===== src/rtl/hdlcrx_pkg.sv =====
// Shared types, constants and the FCS-16 byte update for the HDLC frame receiver.
`timescale 1ns / 1ps

package hdlcrx_pkg;

    localparam int ByteW     = 8;
    localparam int StatusW   = 2;
    localparam int FrameLenW = 7;
    localparam int FcsW      = 16;
    localparam int ApbAddrW  = 5;
    localparam int ApbDataW  = 32;

    localparam logic [FcsW-1:0]  FcsPreset = 16'hFFFF;
    localparam logic [FcsW-1:0]  FcsGood   = 16'hF0B8;
    localparam logic [FcsW-1:0]  FcsPoly   = 16'h8408;
    localparam logic [ByteW-1:0] EscXor    = 8'h20;
    localparam logic [ByteW-1:0] RespBit   = 8'h80;
    localparam int MinFrame   = 5;
    localparam int HeaderBytes = 4;

    localparam logic [StatusW-1:0] STATUS_OK       = 2'd0;
    localparam logic [StatusW-1:0] STATUS_FCS_ERR  = 2'd1;
    localparam logic [StatusW-1:0] STATUS_MISMATCH = 2'd2;

    localparam logic [2:0] REG_FLAG     = 3'd0;
    localparam logic [2:0] REG_ESCAPE   = 3'd1;
    localparam logic [2:0] REG_ADDRESS  = 3'd2;
    localparam logic [2:0] REG_PROTOCOL = 3'd3;
    localparam logic [2:0] REG_LAST_REQ = 3'd4;

    typedef struct packed {
        logic [ByteW-1:0] flag_byte;
        logic [ByteW-1:0] escape_byte;
        logic [ByteW-1:0] station_address;
        logic [ByteW-1:0] protocol_number;
        logic [ByteW-1:0] last_request_code;
    } cfg_t;

    typedef struct packed {
        logic [StatusW-1:0]   frame_status;
        logic [ByteW-1:0]     msg_code;
        logic [ByteW-1:0]     ack_value;
        logic [FrameLenW-1:0] frame_length;
        logic                 response_match;
    } result_t;

    function automatic logic [FcsW-1:0] fcs16_byte(input logic [FcsW-1:0] fcs,
                                                   input logic [ByteW-1:0] b);
        logic [FcsW-1:0] c;
        c = fcs ^ {{(FcsW-ByteW){1'b0}}, b};
        for (int i = 0; i < ByteW; i++) begin
            c = c[0] ? ((c >> 1) ^ FcsPoly) : (c >> 1);
        end
        return c;
    endfunction

endpackage


===== src/rtl/hdlcrx_core.sv =====
// Deframing state machine: unescaping, FCS-16, header capture and frame status.
`timescale 1ns / 1ps

module hdlcrx_core #(
    parameter int MAX_PAYLOAD = 64
) (
    input  logic                          aclk,
    input  logic                          aresetn,
    input  logic                          step,
    input  logic [hdlcrx_pkg::ByteW-1:0]  rx_byte,
    input  hdlcrx_pkg::cfg_t              cfg,
    output logic                          res_valid,
    output hdlcrx_pkg::result_t           res
);

    localparam int MaxStored = MAX_PAYLOAD + hdlcrx_pkg::HeaderBytes;
    localparam int CountW    = $clog2(MaxStored + 1);

    localparam logic [1:0] MODE_HUNT = 2'd0;
    localparam logic [1:0] MODE_DATA = 2'd1;
    localparam logic [1:0] MODE_ESC  = 2'd2;

    logic [1:0]                       mode_reg, mode_next;
    logic [CountW-1:0]                count_reg, count_next;
    logic [hdlcrx_pkg::FcsW-1:0]      fcs_reg, fcs_next;
    logic [hdlcrx_pkg::ByteW-1:0]     addr_reg, addr_next;
    logic [hdlcrx_pkg::ByteW-1:0]     proto_reg, proto_next;
    logic [hdlcrx_pkg::ByteW-1:0]     code_reg, code_next;
    logic [hdlcrx_pkg::ByteW-1:0]     ack_reg, ack_next;

    logic                             is_flag;
    logic                             do_store;
    logic [hdlcrx_pkg::ByteW-1:0]     store_val;

    assign is_flag = (rx_byte == cfg.flag_byte);

    always_comb begin
        do_store  = 1'b0;
        store_val = rx_byte;
        mode_next = mode_reg;
        unique case (mode_reg)
            MODE_HUNT: begin
                mode_next = MODE_HUNT;
            end
            MODE_DATA: begin
                if (rx_byte == cfg.escape_byte) begin
                    mode_next = MODE_ESC;
                end else begin
                    do_store = 1'b1;
                end
            end
            MODE_ESC: begin
                do_store  = 1'b1;
                store_val = rx_byte ^ hdlcrx_pkg::EscXor;
            end
            default: begin
                mode_next = MODE_HUNT;
            end
        endcase

        count_next = count_reg;
        fcs_next   = fcs_reg;
        addr_next  = addr_reg;
        proto_next = proto_reg;
        code_next  = code_reg;
        ack_next   = ack_reg;

        if (is_flag) begin
            count_next = '0;
            fcs_next   = hdlcrx_pkg::FcsPreset;
            mode_next  = MODE_DATA;
        end else if (do_store) begin
            if (count_reg < CountW'(MaxStored)) begin
                if (count_reg == CountW'(0)) addr_next  = store_val;
                if (count_reg == CountW'(1)) proto_next = store_val;
                if (count_reg == CountW'(2)) code_next  = store_val;
                if (count_reg == CountW'(3)) ack_next   = store_val;
                fcs_next   = hdlcrx_pkg::fcs16_byte(fcs_reg, store_val);
                count_next = count_reg + CountW'(1);
                mode_next  = MODE_DATA;
            end else begin
                count_next = '0;
                mode_next  = MODE_HUNT;
            end
        end
    end

    always_comb begin
        res_valid          = step && is_flag && (count_reg >= CountW'(hdlcrx_pkg::MinFrame));
        res.msg_code       = code_reg;
        res.ack_value      = ack_reg;
        res.frame_length   = hdlcrx_pkg::FrameLenW'(count_reg);
        res.response_match = 1'b0;
        if (fcs_reg != hdlcrx_pkg::FcsGood) begin
            res.frame_status = hdlcrx_pkg::STATUS_FCS_ERR;
        end else if (addr_reg != cfg.station_address || proto_reg != cfg.protocol_number) begin
            res.frame_status = hdlcrx_pkg::STATUS_MISMATCH;
        end else begin
            res.frame_status   = hdlcrx_pkg::STATUS_OK;
            res.response_match = ((cfg.last_request_code | hdlcrx_pkg::RespBit) == code_reg);
        end
    end

    always_ff @(posedge aclk) begin
        if (!aresetn) begin
            mode_reg  <= MODE_HUNT;
            count_reg <= '0;
            fcs_reg   <= hdlcrx_pkg::FcsPreset;
            addr_reg  <= '0;
            proto_reg <= '0;
            code_reg  <= '0;
            ack_reg   <= '0;
        end else if (step) begin
            mode_reg  <= mode_next;
            count_reg <= count_next;
            fcs_reg   <= fcs_next;
            addr_reg  <= addr_next;
            proto_reg <= proto_next;
            code_reg  <= code_next;
            ack_reg   <= ack_next;
        end
    end

    a_result_only_on_flag: assert property (@(posedge aclk) disable iff (!aresetn)
        res_valid |-> (step && rx_byte == cfg.flag_byte))
        else $error("Frame status produced without a flag word.");

    a_flag_restarts_frame: assert property (@(posedge aclk) disable iff (!aresetn)
        (step && is_flag) |=> (count_reg == '0 && fcs_reg == hdlcrx_pkg::FcsPreset
                               && mode_reg == MODE_DATA))
        else $error("Flag word did not restart the frame.");

    a_count_bounded: assert property (@(posedge aclk) disable iff (!aresetn)
        count_reg <= CountW'(MaxStored))
        else $error("Stored byte count exceeds the frame limit.");

endmodule


===== src/rtl/hdlc_frame_receiver_fcs16_top.sv =====
// Top level of the HDLC frame receiver: APB registers, input stage and result register.
`timescale 1ns / 1ps

// The receiver takes one raw line word per cycle and returns one status word for each
// closed frame of at least five stored bytes. A word passes an input register, then
// unescaping, the byte-wide FCS-16 update and the header compare in one stage, and
// the status of a frame lands in the result register as its flag word leaves the input
// register. Sustained rate is one word per cycle, set by the single-stage FCS update;
// the input stalls only while a finished status waits for m_ready.

module hdlc_frame_receiver_fcs16_top #(
    parameter int MAX_PAYLOAD = 64
) (
    input  logic                                 aclk,
    input  logic                                 aresetn,
    input  logic                                 psel,
    input  logic                                 penable,
    input  logic                                 pwrite,
    input  logic [hdlcrx_pkg::ApbAddrW-1:0]      paddr,
    input  logic [hdlcrx_pkg::ApbDataW-1:0]      pwdata,
    output logic [hdlcrx_pkg::ApbDataW-1:0]      prdata,
    output logic                                 pready,
    input  logic                                 s_valid,
    output logic                                 s_ready,
    input  logic [hdlcrx_pkg::ByteW-1:0]         s_rx_byte,
    output logic                                 m_valid,
    input  logic                                 m_ready,
    output logic [hdlcrx_pkg::StatusW-1:0]       m_frame_status,
    output logic [hdlcrx_pkg::ByteW-1:0]         m_msg_code,
    output logic [hdlcrx_pkg::ByteW-1:0]         m_ack_value,
    output logic [hdlcrx_pkg::FrameLenW-1:0]     m_frame_length,
    output logic                                 m_response_match
);

    hdlcrx_pkg::cfg_t                 cfg_reg;
    logic [2:0]                       reg_index;
    logic                             cfg_write;

    logic                             in_valid_reg, in_valid_next;
    logic [hdlcrx_pkg::ByteW-1:0]     in_byte_reg;
    logic                             out_valid_reg, out_valid_next;
    hdlcrx_pkg::result_t              out_reg;

    logic                             advance;
    logic                             res_valid;
    hdlcrx_pkg::result_t              res;

    assign pready    = 1'b1;
    assign reg_index = paddr[hdlcrx_pkg::ApbAddrW-1:2];
    assign cfg_write = psel && penable && pwrite;

    always_ff @(posedge aclk) begin
        if (!aresetn) begin
            cfg_reg.flag_byte         <= 8'h7E;
            cfg_reg.escape_byte       <= 8'h7D;
            cfg_reg.station_address   <= 8'hFF;
            cfg_reg.protocol_number   <= 8'h00;
            cfg_reg.last_request_code <= 8'h00;
        end else if (cfg_write) begin
            unique case (reg_index)
                hdlcrx_pkg::REG_FLAG:     cfg_reg.flag_byte       <= pwdata[7:0];
                hdlcrx_pkg::REG_ESCAPE:   cfg_reg.escape_byte     <= pwdata[7:0];
                hdlcrx_pkg::REG_ADDRESS:  cfg_reg.station_address <= pwdata[7:0];
                hdlcrx_pkg::REG_PROTOCOL: cfg_reg.protocol_number <= pwdata[7:0];
                hdlcrx_pkg::REG_LAST_REQ: cfg_reg.last_request_code <= pwdata[7:0];
                default: begin
                end
            endcase
        end
    end

    always_comb begin
        prdata = '0;
        unique case (reg_index)
            hdlcrx_pkg::REG_FLAG:     prdata[7:0] = cfg_reg.flag_byte;
            hdlcrx_pkg::REG_ESCAPE:   prdata[7:0] = cfg_reg.escape_byte;
            hdlcrx_pkg::REG_ADDRESS:  prdata[7:0] = cfg_reg.station_address;
            hdlcrx_pkg::REG_PROTOCOL: prdata[7:0] = cfg_reg.protocol_number;
            hdlcrx_pkg::REG_LAST_REQ: prdata[7:0] = cfg_reg.last_request_code;
            default: prdata = '0;
        endcase
    end

    assign advance        = in_valid_reg && (!out_valid_reg || m_ready);
    assign s_ready        = !in_valid_reg || advance;
    assign in_valid_next  = (s_valid && s_ready) || (in_valid_reg && !advance);
    assign out_valid_next = advance ? res_valid : (out_valid_reg && !m_ready);

    always_ff @(posedge aclk) begin
        if (!aresetn) begin
            in_valid_reg  <= 1'b0;
            out_valid_reg <= 1'b0;
        end else begin
            in_valid_reg  <= in_valid_next;
            out_valid_reg <= out_valid_next;
        end
    end

    always_ff @(posedge aclk) begin
        if (s_valid && s_ready) begin
            in_byte_reg <= s_rx_byte;
        end
        if (advance && res_valid) begin
            out_reg <= res;
        end
    end

    hdlcrx_core #(
        .MAX_PAYLOAD(MAX_PAYLOAD)
    ) u_core (
        .aclk      (aclk),
        .aresetn   (aresetn),
        .step      (advance),
        .rx_byte   (in_byte_reg),
        .cfg       (cfg_reg),
        .res_valid (res_valid),
        .res       (res)
    );

    assign m_valid          = out_valid_reg;
    assign m_frame_status   = out_reg.frame_status;
    assign m_msg_code       = out_reg.msg_code;
    assign m_ack_value      = out_reg.ack_value;
    assign m_frame_length   = out_reg.frame_length;
    assign m_response_match = out_reg.response_match;

    a_held_word_kept: assert property (@(posedge aclk) disable iff (!aresetn)
        (in_valid_reg && !advance) |=> (in_valid_reg && $stable(in_byte_reg)))
        else $error("Waiting input word was lost or changed.");

    a_no_overwrite: assert property (@(posedge aclk) disable iff (!aresetn)
        (out_valid_reg && !m_ready) |-> !advance)
        else $error("Result register overwritten before it was taken.");

endmodule


===== config.mk =====
export PLATFORM = sky130hd
export DESIGN_NAME = hdlc_frame_receiver_fcs16_top
export DESIGN_NICKNAME = d
export VERILOG_FILES = /design/src/rtl/hdlcrx_pkg.sv /design/src/rtl/hdlcrx_core.sv /design/src/rtl/hdlc_frame_receiver_fcs16_top.sv
export SDC_FILE = /design/constraint.sdc
export NUM_CORES = 1
export LEC_CHECK = 0
export BUFFER_PORTS_ARGS = -buffer_cell sky130_fd_sc_hd__clkbuf_2
export CAP_MARGIN = 40
export CORE_ASPECT_RATIO = 0.5
export CORE_MARGIN = 10
export CORE_UTILIZATION = 41
export CTS_BUF_LIST = sky130_fd_sc_hd__clkbuf_8
export DETAILED_ROUTE_END_ITERATION = 10
export GPL_TIMING_DRIVEN = 0
export RECOVER_POWER = 100
export SLEW_MARGIN = 40
export SYNTH_ARGS = -nofsm -noshare
export SYNTH_HDL_FRONTEND = slang
export SYNTH_SLANG_ARGS = --single-unit

===== constraint.sdc =====
create_clock -name aclk -period 4.7 [get_ports aclk]
set_input_delay 0.47 -clock aclk [delete_from_list [all_inputs] [get_ports aclk]]
set_output_delay 0.47 -clock aclk [all_outputs]
set_load 0.02 [all_outputs]

==> flow_metrics.env, run 1 <==
export IMPL_rows=31
export IMPL_grt_ovfl_total=0
export IMPL_routedWlPerCell_um=17.25
export IMPL_route_detailed_drc=0
export IMPL_synth_cells=570
export IMPL_hold_viol_final=0
export IMPL_cts_buffers=17
export IMPL_power_mw=2.270
export IMPL_grt_util_all_layers_pct=15.08
export IMPL_synth_top_cells_by_count="dfxtp_1 (99), nand2_1 (79), mux2i_1 (64), xnor2_1 (43), edfxtp_1 (34)"
export IMPL_cp_max_fo=8
export IMPL_leakagePower_nw=2.777
export IMPL_ys_async_sr_fraction_pct=0
export IMPL_coreArea_mm2=0.01455
export IMPL_ys_warn_count=0
export IMPL_grt_pass1_vias=4331
export IMPL_skew_ps=10.42
export IMPL_clock_latency_ps=440
export IMPL_synth_xor_area_share_pct=9.141
export IMPL_synth_top_family_by_area="simple AND/OR/NAND/NOR gates"
export IMPL_report_final_slew_viol_count=0
export IMPL_ys_ff_latch=133
export IMPL_setup_viol=0
export IMPL_largest_register_ffs=40
export IMPL_netlist_cell_type_count=58
export IMPL_gp_congestion=0.8653
export IMPL_drive_gt1_share_pct=13.79
export IMPL_cp_start_kind="register"
export IMPL_path_class="register to register"
export IMPL_holdBufCountCts=0
export IMPL_synth_simple_area_share_pct=14.14
export IMPL_cts_resized=0
export IMPL_min_path_type="primary input to register"
export IMPL_die_y_um=106.5
export IMPL_relSlewSlack_pct=16.68
export IMPL_synth_edf_count=34
export IMPL_root_buffer="clkbuf_8"
export IMPL_final_nets=734
export IMPL_grt_pass1_wl_mm=24.01
export IMPL_multi_input_area_mm2=0.002815
export IMPL_cts_clk_slew_worst_paths_ps=70
export IMPL_rsz0062_at_grt="no"
export IMPL_netlist_area_mm2=0.006132
export IMPL_antenna_found_initial=0
export IMPL_synth_top_area_cell="dfxtp_1"
export IMPL_run_status="complete, no violations"
export IMPL_post_cts_buffers=0
export IMPL_synth_area_top_cells="dfxtp_1 (32%), edfxtp_1 (17%), mux2i_1 (10%)"
export IMPL_max_freq_mhz=303.3
export IMPL_cts_tree="yes"
export IMPL_power_density_mw_per_mm2=323.3
export IMPL_layout_min_cycle_time_ps=3297
export IMPL_synthMuxAreaShare_pct=12.10
export IMPL_synth_top_area_share_pct=32.32
export IMPL_hold_slack_ps=212.8
export IMPL_fillers=1386
export IMPL_clock_sinks=133
export IMPL_synth_seq_area_share_pct=48.97
export IMPL_worstPathRequired_ps=5060
export IMPL_register_area_mm2=0.003003
export IMPL_num_io_pins=113
export IMPL_end_kind="register"
export IMPL_synth_flop_cell="dfxtp_1"
export IMPL_ctsLongestPathBuffers=2
export IMPL_post_place_cells=854
export IMPL_grt_max_degree=17
export IMPL_start_util_pct=42.16
export IMPL_cap_viol_max_count=0
export IMPL_die_x_um=193.0
export IMPL_cts_htree_levels=4
export IMPL_viasPerCell=4.906
export IMPL_area_growth_synth_to_final_pct=14.53
export IMPL_first_iter_violations=340
export IMPL_max_vdd_ir_drop_uv=162.3
export IMPL_firstDrtPassIters=5
export IMPL_finalCritPeriodShare_pct=70.16
export IMPL_final_cells=887
export IMPL_synth_fa_ha_area_share_pct=1.224
export IMPL_hpwl_mm=11.58
export IMPL_wirelength_mm=15.30
export IMPL_via_count=4352
export IMPL_worst_ep_arrival_time_ps=3660
export IMPL_synth_compound_area_share_pct=9.039
export IMPL_diodes=0
export IMPL_syn_mean_instance_area_um2=10.76
export IMPL_portBuffers=61
export IMPL_synth_most_common_cell="dfxtp_1"
export IMPL_antenna_left=0
export IMPL_tightest_slew_ps=1238
export IMPL_dieArea_mm2=0.02054
[per-stage QoR]
| step | setup slack (ps) | TNS, ps | util [%] | area, µm² |
|---|---|---|---|---|
| after global routing | 1093 | 0 | 48.28 | 7023 |
| after detailed placement | 2089 | 0 | 46.83 | 6812 |
| after floorplan | 1011 | 0 | - | 6218 |
| final | 1403 | 0 | 48.28 | 7023 |
| after CTS | 2080 | 0 | 49.31 | 7172 |
| after global placement | -82.89 | -2102 | 46.55 | 6771 |
[routing by layer]
layer | GRT usage, % | share of wire (%) | vias to the layer above
met3 | 3.392 | 5.3 | 13
met2 | 23.51 | 47 | 99
met4 | 5.076 | 1.1 | 0
met1 | 20.20 | 47 | 2071
met5 | 0 | 0 | -
li1 | - | - | 2169
[power by group]
group	total (mW)	internal, mW	leakage, nW	switching [mW]
registers	1.19	1.18	1.17	0.0146
logic	0.187	0.0689	1.40	0.118
clock network	0.891	0.457	0.209	0.435
[critical path, cell delays in order (launching register included)]
cell and delay, ps:
edfxtp_1 510, xnor2_1 180, nand4_1 220, or2_0 140, clkbuf_1 320, nand3b_2 170
nor4_1 1020, clkbuf_1 420, mux2i_1 240
[placed cells by master (no fill, tap or decap), types with 5 or more instances in the layout]
cell      count
clkbuf_1     58
buf_4        26
o22ai_1       8
conb_1       25
nor2b_1       6
clkbuf_2     26
ha_1          6
inv_1        15
clkinv_2      6
nor2_1       30
nand3_1      14
xnor2_1      43
dfxtp_1      99
xor2_1       21
mux2i_1      64
o22a_1       16
o21ai_0      10
clkbuf_8     17
a22oi_1      14
nand2_1      79
o31ai_1       5
a21oi_1       5
edfxtp_1     34
nand4_1       9
[cell type report]
type,instances,area share [%]
Clock inverter,15,1.799
Clock buffer,17,3.332
Buffer,48,3.919
Sequential cell,133,42.76
Inverter,10,0.5345
Multi-Input combinational cell,402,40.09
Timing Repair Buffer,64,4.044
Tap cell,198,3.528
[final timing paths]
kind | end | slack (ps) | startpoint | cells after the start
setup / recovery | u_core.addr_reg[5] | 1400 | in_byte_reg[7] | 8
hold / removal | in_byte_reg[4] | 210 | s_rx_byte[4] | 1
setup reg to reg | u_core.addr_reg[5] | 1400 | in_byte_reg[7] | 8
hold reg to reg | m_ack_value[6] | 430 | u_core.ack_reg[6] | 0
[logic make-up (layout without fill, tap and decap cells)]
family          count (synthesis)  count (layout)
compound gates                 70              70
xor+xnor                       64              64
fa+ha+maj                       6               6
buf+inv                        58             154
flops                         133             133
mux                            72              72
other cells                     2              25
simple gates                  165             165
Power figures use the tool's default switching activity.
==> run 2, diff against run 1 <==
- clock period: 4.7 -> 2.7 ns (I/O delays scaled with it)
==> flow_metrics.env, run 2 (synthesis gave the netlist of run 1 again) <==
export IMPL_firstDrtPassIters=7
export IMPL_antenna_left=0
export IMPL_rows=31
export IMPL_antenna_found_initial=0
export IMPL_crit_chain="xor2_1 -> nor4_2 -> a21boi_0 -> nor2_1 -> nor4_4 -> clkbuf_4 -> mux2i_1"
export IMPL_routedWlPerCell_um=17.37
export IMPL_hpwl_mm=11.65
export IMPL_cap_viol_max_count=0
export IMPL_final_area_mm2=0.007228
export IMPL_ctsLongestPathBuffers=2
export IMPL_worstPathRequired_ps=3010
export IMPL_grt_ovfl_total=0
export IMPL_final_nets=741
export IMPL_viasPerCell=4.946
export IMPL_run_status="complete, no violations"
export IMPL_grt_max_degree=17
export IMPL_final_common_cell="dfxtp_1"
export IMPL_report_final_slew_viol_count=0
export IMPL_die_y_um=106.5
export IMPL_drive_gt1_share_pct=16.38
export IMPL_die_x_um=193.0
export IMPL_grt_pass1_vias=4366
export IMPL_post_cts_buffers=0
export IMPL_cts_clk_slew_worst_paths_ps=80
export IMPL_num_io_pins=113
export IMPL_dieArea_mm2=0.02054
export IMPL_final_util_pct=49.69
export IMPL_clock_sinks=133
export IMPL_cts_htree_levels=4
export IMPL_layout_min_cycle_time_ps=2509
export IMPL_finalCritPeriodShare_pct=92.93
export IMPL_power_density_mw_per_mm2=565.8
export IMPL_path_delay_family="simple AND/OR/NAND/NOR gates"
export IMPL_cts_buffers=17
export IMPL_end_kind="register"
export IMPL_start_util_pct=42.16
export IMPL_max_stage_delay_ps=520
export IMPL_coreArea_mm2=0.01455
export IMPL_grt_util_all_layers_pct=15.15
export IMPL_area_growth_synth_to_final_pct=17.87
export IMPL_cp_max_fo=7
export IMPL_cp_slowest_cell="edfxtp_1"
export IMPL_relSlewSlack_pct=35.88
export IMPL_setup_viol=0
export IMPL_min_path_type="primary input to register"
export IMPL_cp_num_buf_inv=1
export IMPL_rsz0062_at_grt="no"
export IMPL_root_buffer="clkbuf_8"
export IMPL_route_detailed_drc=0
export IMPL_hold_viol_final=0
export IMPL_first_iter_violations=304
export IMPL_gp_congestion=0.8512
export IMPL_tightest_slew_ps=958.3
export IMPL_cts_tree="yes"
export IMPL_wirelength_mm=15.53
export IMPL_mostFrequentLayoutCells="dfxtp_1 (99), nand2_1 (79), mux2i_1 (64)"
export IMPL_leakagePower_nw=2.827
export IMPL_grt_pass1_wl_mm=24.22
export IMPL_clock_latency_ps=450
export IMPL_max_vdd_ir_drop_uv=269.2
export IMPL_skew_ps=18.25
export IMPL_placed_cell_area_mm2=0.006815
export IMPL_portBuffers=61
export IMPL_path_class="register to register"
export IMPL_max_freq_mhz=398.6
export IMPL_largest_register_ffs=40
export IMPL_diodes=0
export IMPL_worst_ep_arrival_time_ps=2820
export IMPL_via_count=4422
export IMPL_cp_start_kind="register"
## run 2: cell types whose count changed in the layout (fill, tap and decap cells not counted), moves of 2 or more
| cell | before | now |
|---|---|---|
| clkbuf_2 | 26 | 29 |
| clkinvlp_4 | 0 | 3 |
| clkbuf_8 | 17 | 19 |
| clkinv_2 | 6 | 2 |
| dlygate4sd3_1 | 0 | 6 |
| nor4_1 | 3 | 1 |
| inv_6 | 0 | 2 |
| inv_1 | 15 | 12 |
| clkbuf_1 | 58 | 54 |
## run 2: repair_timing
item,4_1_cts,5_1_grt
hold buffers,6,0
hold endpoints to repair,6,0
gates resized for setup,0,1
setup endpoints to repair,0,20
## run 2: stage by stage
step	hold WS [ps]	worst slack [ps]	total power, mW	std cells	setup TNS (ps)
after global placement	417.5	-155.4	2.447	852	-3993
after detailed placement	421.0	134.1	2.450	854	0
after global routing	10.30	15.82	4.238	894	0
final	28.31	191.0	4.089	894	0
after floorplan	368.9	336.8	2.347	593	0
after CTS	8.235	122.2	4.112	892	0
## run 2: final cells by class
cell class              instances  area (µm²)
fillers                      1387        7317
flip-flops and latches        133        3003
multi-input cells             402        2904
repair buffers                 71       356.6
plain buffers                  48       285.3
clock buffers                  19       261.5
well taps                     198       247.7
clock inverters                13       132.6
inverters                      10       37.54
## run 2: worst paths after layout
check / to / start / slack (ps) / cells after the start
worst max-delay path: u_core.addr_reg[4] / in_byte_reg[4] / 190 / 7
worst min-delay path: in_byte_reg[2] / s_rx_byte[2] / 30 / 1
worst max register to register: u_core.addr_reg[4] / in_byte_reg[4] / 190 / 7
worst min register to register: m_ack_value[2] / u_core.ack_reg[2] / 440 / 0
## run 2: per-layer routing
layer | vias up | share of wire (%) | track usage, %
li1 | 2182 | - | -
met1 | 2137 | 47 | 20.08
met2 | 84 | 47 | 23.98
met3 | 19 | 5.2 | 3.164
met4 | 0 | 1.2 | 5.295
met5 | - | 0 | 0
## run 2: where the power goes
| group | switching [mW] | internal, mW | total (mW) |
|---|---|---|---|
| Clock | 0.808 | 0.867 | 1.67 |
| Combinational | 0.212 | 0.127 | 0.339 |
| Sequential | 0.0264 | 2.05 | 2.08 |
==> run 3, diff against run 2 <==
- ABC_AREA: unset -> 1
==> flow_metrics.env, run 3 <==
export IMPL_diodes=0
export IMPL_p_clk_share_pct=43.4
export IMPL_grt_pass1_wl_mm=28.72
export IMPL_reg2reg_to="u_core.count_reg[1]"
export IMPL_min_path_type="primary input to register"
export IMPL_synthMuxAreaShare_pct=0
export IMPL_synth_most_common_cell="nand2_1"
export IMPL_portBuffers=61
export IMPL_synth_top_area_cell="dfxtp_1"
export IMPL_setup_viol=0
export IMPL_run_status="complete, no violations"
export IMPL_end_kind="register"
export IMPL_cp_num_buf_inv=4
export IMPL_hpwl_mm=13.39
export IMPL_hold_viol_final=0
export IMPL_finalCritPeriodShare_pct=87.65
export IMPL_path_delay_family="simple AND/OR/NAND/NOR gates"
export IMPL_drive_gt1_share_pct=14.07
export IMPL_die_x_um=197.9
export IMPL_synth_seq_area_share_pct=46.29
export IMPL_first_iter_violations=691
export IMPL_route_detailed_drc=0
export IMPL_routedWlPerCell_um=16.39
export IMPL_ys_warn_count=0
export IMPL_ys_async_sr_fraction_pct=0
export IMPL_cap_viol_max_count=0
export IMPL_grt_ovfl_total=0
export IMPL_cts_clk_slew_worst_paths_ps=80
export IMPL_cts_buffers=17
export IMPL_viasPerCell=5.000
export IMPL_report_final_slew_viol_count=0
export IMPL_die_y_um=108.9
export IMPL_synth_compound_area_share_pct=9.643
export IMPL_tightest_slew_ps=1129
export IMPL_max_freq_mhz=422.5
export IMPL_layout_min_cycle_time_ps=2367
export IMPL_num_io_pins=113
export IMPL_cts_htree_levels=4
export IMPL_crit_chain="buf_4 -> inv_1 -> nand2_1 -> a21oi_2 -> nand2_1 -> nor2_8 -> inv_4 -> clkbuf_2 -> nand2_4 -> nand2_1 -> o21ai_0 -> nor2_1"
export IMPL_power_frac_comb_pct=10.7
export IMPL_synth_top_area_share_pct=30.55
export IMPL_holdPathEnd="in_valid_reg"
export IMPL_cp_max_fo=10
export IMPL_synth_top_family_by_area="simple AND/OR/NAND/NOR gates"
export IMPL_root_buffer="clkbuf_8"
export IMPL_grt_pass1_vias=5342
export IMPL_p_sw_mw=1.126
export IMPL_synth_area_top_cells="dfxtp_1 (31%), edfxtp_1 (16%), nand2_1 (9.9%)"
export IMPL_power_density_mw_per_mm2=601.1
export IMPL_area_growth_synth_to_final_pct=16.53
export IMPL_path_class="register to register"
export IMPL_cts_tree="yes"
export IMPL_wirelength_mm=18.26
export IMPL_dieArea_mm2=0.02156
export IMPL_leakagePower_nw=3.328
export IMPL_syn_mean_instance_area_um2=8.254
export IMPL_skew_ps=10.99
export IMPL_grt_util_all_layers_pct=17.18
export IMPL_clock_latency_ps=450
export IMPL_largest_register_ffs=40
export IMPL_max_stage_delay_ps=360
export IMPL_synth_top_cells_by_count="nand2_1 (171), dfxtp_1 (99), nand3_1 (78), nor2_1 (75), inv_1 (55)"
export IMPL_antenna_found_initial=0
export IMPL_final_nets=955
export IMPL_gp_congestion=0.9267
export IMPL_cp_num_cells=12
export IMPL_worstPathRequired_ps=3030
export IMPL_ctsLongestPathBuffers=2
export IMPL_r2r_start="in_byte_reg[1]"
export IMPL_intPower_mw=3.418
export IMPL_final_common_cell="nand2_1"
export IMPL_start_util_pct=41.98
export IMPL_netlist_area_mm2=0.006487
export IMPL_final_area_mm2=0.007560
export IMPL_holdPathStages=3
export IMPL_reg2regPathDepth=12
export IMPL_synth_flop_cell="dfxtp_1"
export IMPL_relSlewSlack_pct=24.14
export IMPL_rows=32
export IMPL_antenna_left=0
export IMPL_register_area_mm2=0.003003
export IMPL_seqPwrFrac_pct=45.9
export IMPL_synth_xor_area_share_pct=5.940
export IMPL_via_count=5570
export IMPL_max_vdd_ir_drop_uv=246.8
export IMPL_synth_fa_ha_area_share_pct=1.157
export IMPL_synth_cells=786
export IMPL_switching_share_pct=24.79
export IMPL_firstDrtPassIters=6
export IMPL_critPathMostFrequentCell="nand2_1"
export IMPL_cp_start_kind="register"
export IMPL_fillers=1502
export IMPL_clock_sinks=133
export IMPL_synth_edf_count=34
export IMPL_ys_ff_latch=133
export IMPL_mostFrequentLayoutCells="nand2_1 (178), dfxtp_1 (99), nand3_1 (79)"
export IMPL_reg2reg_slack_ps=330
export IMPL_setup_tns_ps=0
export IMPL_netlist_cell_type_count=42
export IMPL_placed_cell_area_mm2=0.007146
export IMPL_worst_ep_arrival_time_ps=2690
export IMPL_rsz0062_at_grt="no"
export IMPL_coreArea_mm2=0.01545
export IMPL_min_from="s_valid"
export IMPL_multi_input_area_mm2=0.002875
export IMPL_synth_simple_area_share_pct=27.21
export IMPL_cp_slowest_cell="edfxtp_1"
export IMPL_grt_max_degree=27
run 3: cell count changes after synthesis, moves of 12 or more:
| cell | previous run | this run |
|---|---|---|
| xnor2_1 | 43 | 31 |
| nand2_1 | 79 | 171 |
| inv_1 | 10 | 55 |
| a21oi_1 | 4 | 38 |
| nand2_2 | 0 | 12 |
| mux2i_1 | 64 | 0 |
| o21ai_0 | 7 | 32 |
| o22a_1 | 16 | 0 |
| nor2_1 | 29 | 75 |
| a22oi_1 | 14 | 0 |
| nand3_1 | 14 | 78 |
run 3: cell type report:
type / instances / area share (%)
Tap cell: 204 / 3.376
Sequential cell: 133 / 39.72
Buffer: 51 / 4.667
Timing Repair Buffer: 69 / 4.469
Inverter: 68 / 3.509
Clock inverter: 11 / 2.400
Multi-Input combinational cell: 557 / 38.03
Clock buffer: 21 / 3.823
run 3: cell families after synthesis:
logic type | count (synthesis)
flops | 133
simple gates | 380
fa+ha+maj | 6
buf+inv | 119
other cells | 2
xor+xnor | 44
compound gates | 102
run 3: worst reg2reg max path: cells and delay by family, from the launching register on:
kind	cells	cell delay [ps]
AO/OA/AOI/OAI	2	380
buffers and inverters	4	610
AND/OR/NAND/NOR	6	890
flip-flops	1	360
run 3: per-stage QoR:
step,hold WS (ps),setup WS (ps),power (mW),instances,utilization [%]
CTS,34.50,439.3,4.573,1114,49.80
floorplan,368.9,648.8,2.475,809,-
detailed placement,421.2,455.1,2.616,1074,46.24
global route,51.22,161.4,4.712,1114,48.92
finish,57.55,333.3,4.544,1114,48.92
global placement,415.7,217.0,2.613,1074,46.16
run 3: routing by layer:
layer,routed length (µm),share of wire [%],GRT usage (%),vias to the layer above
met3,1328,7.3,4.551,40
met4,516,2.8,7.684,0
met2,7637,42,25.60,212
li1,-,-,-,2770
met5,0,0,0,-
met1,8774,48,23.04,2548
run 3: worst max path at each step:
stage                   start                   to  slack [ps]
2_1_floorplan  in_byte_reg[4]       m_ack_value[0]         650
3_3_place_gp   in_byte_reg[1]    m_frame_length[6]         220
3_5_place_dp   in_byte_reg[7]    m_frame_status[1]         460
4_1_cts        in_byte_reg[7]       m_ack_value[1]         440
5_1_grt        in_byte_reg[1]   u_core.addr_reg[7]         160
6_report       in_byte_reg[1]  u_core.count_reg[1]         330
run 3: power by group through the flow:
stage,registers [mW],clock network (mW),logic (mW)
2_1_floorplan,2.12,0,0.350
3_3_place_gp,2.13,0,0.482
3_5_place_dp,2.13,0,0.484
4_1_cts,2.09,1.99,0.495
5_1_grt,2.09,2.09,0.534
6_report,2.09,1.97,0.485
run 3: timing repair:
item / in CTS / in global routing
setup endpoints to repair: 0 / 0
resized for setup: 0 / 0
hold endpoints to repair: 8 / 0
setup buffers: 0 / 0
hold buffers: 8 / 0
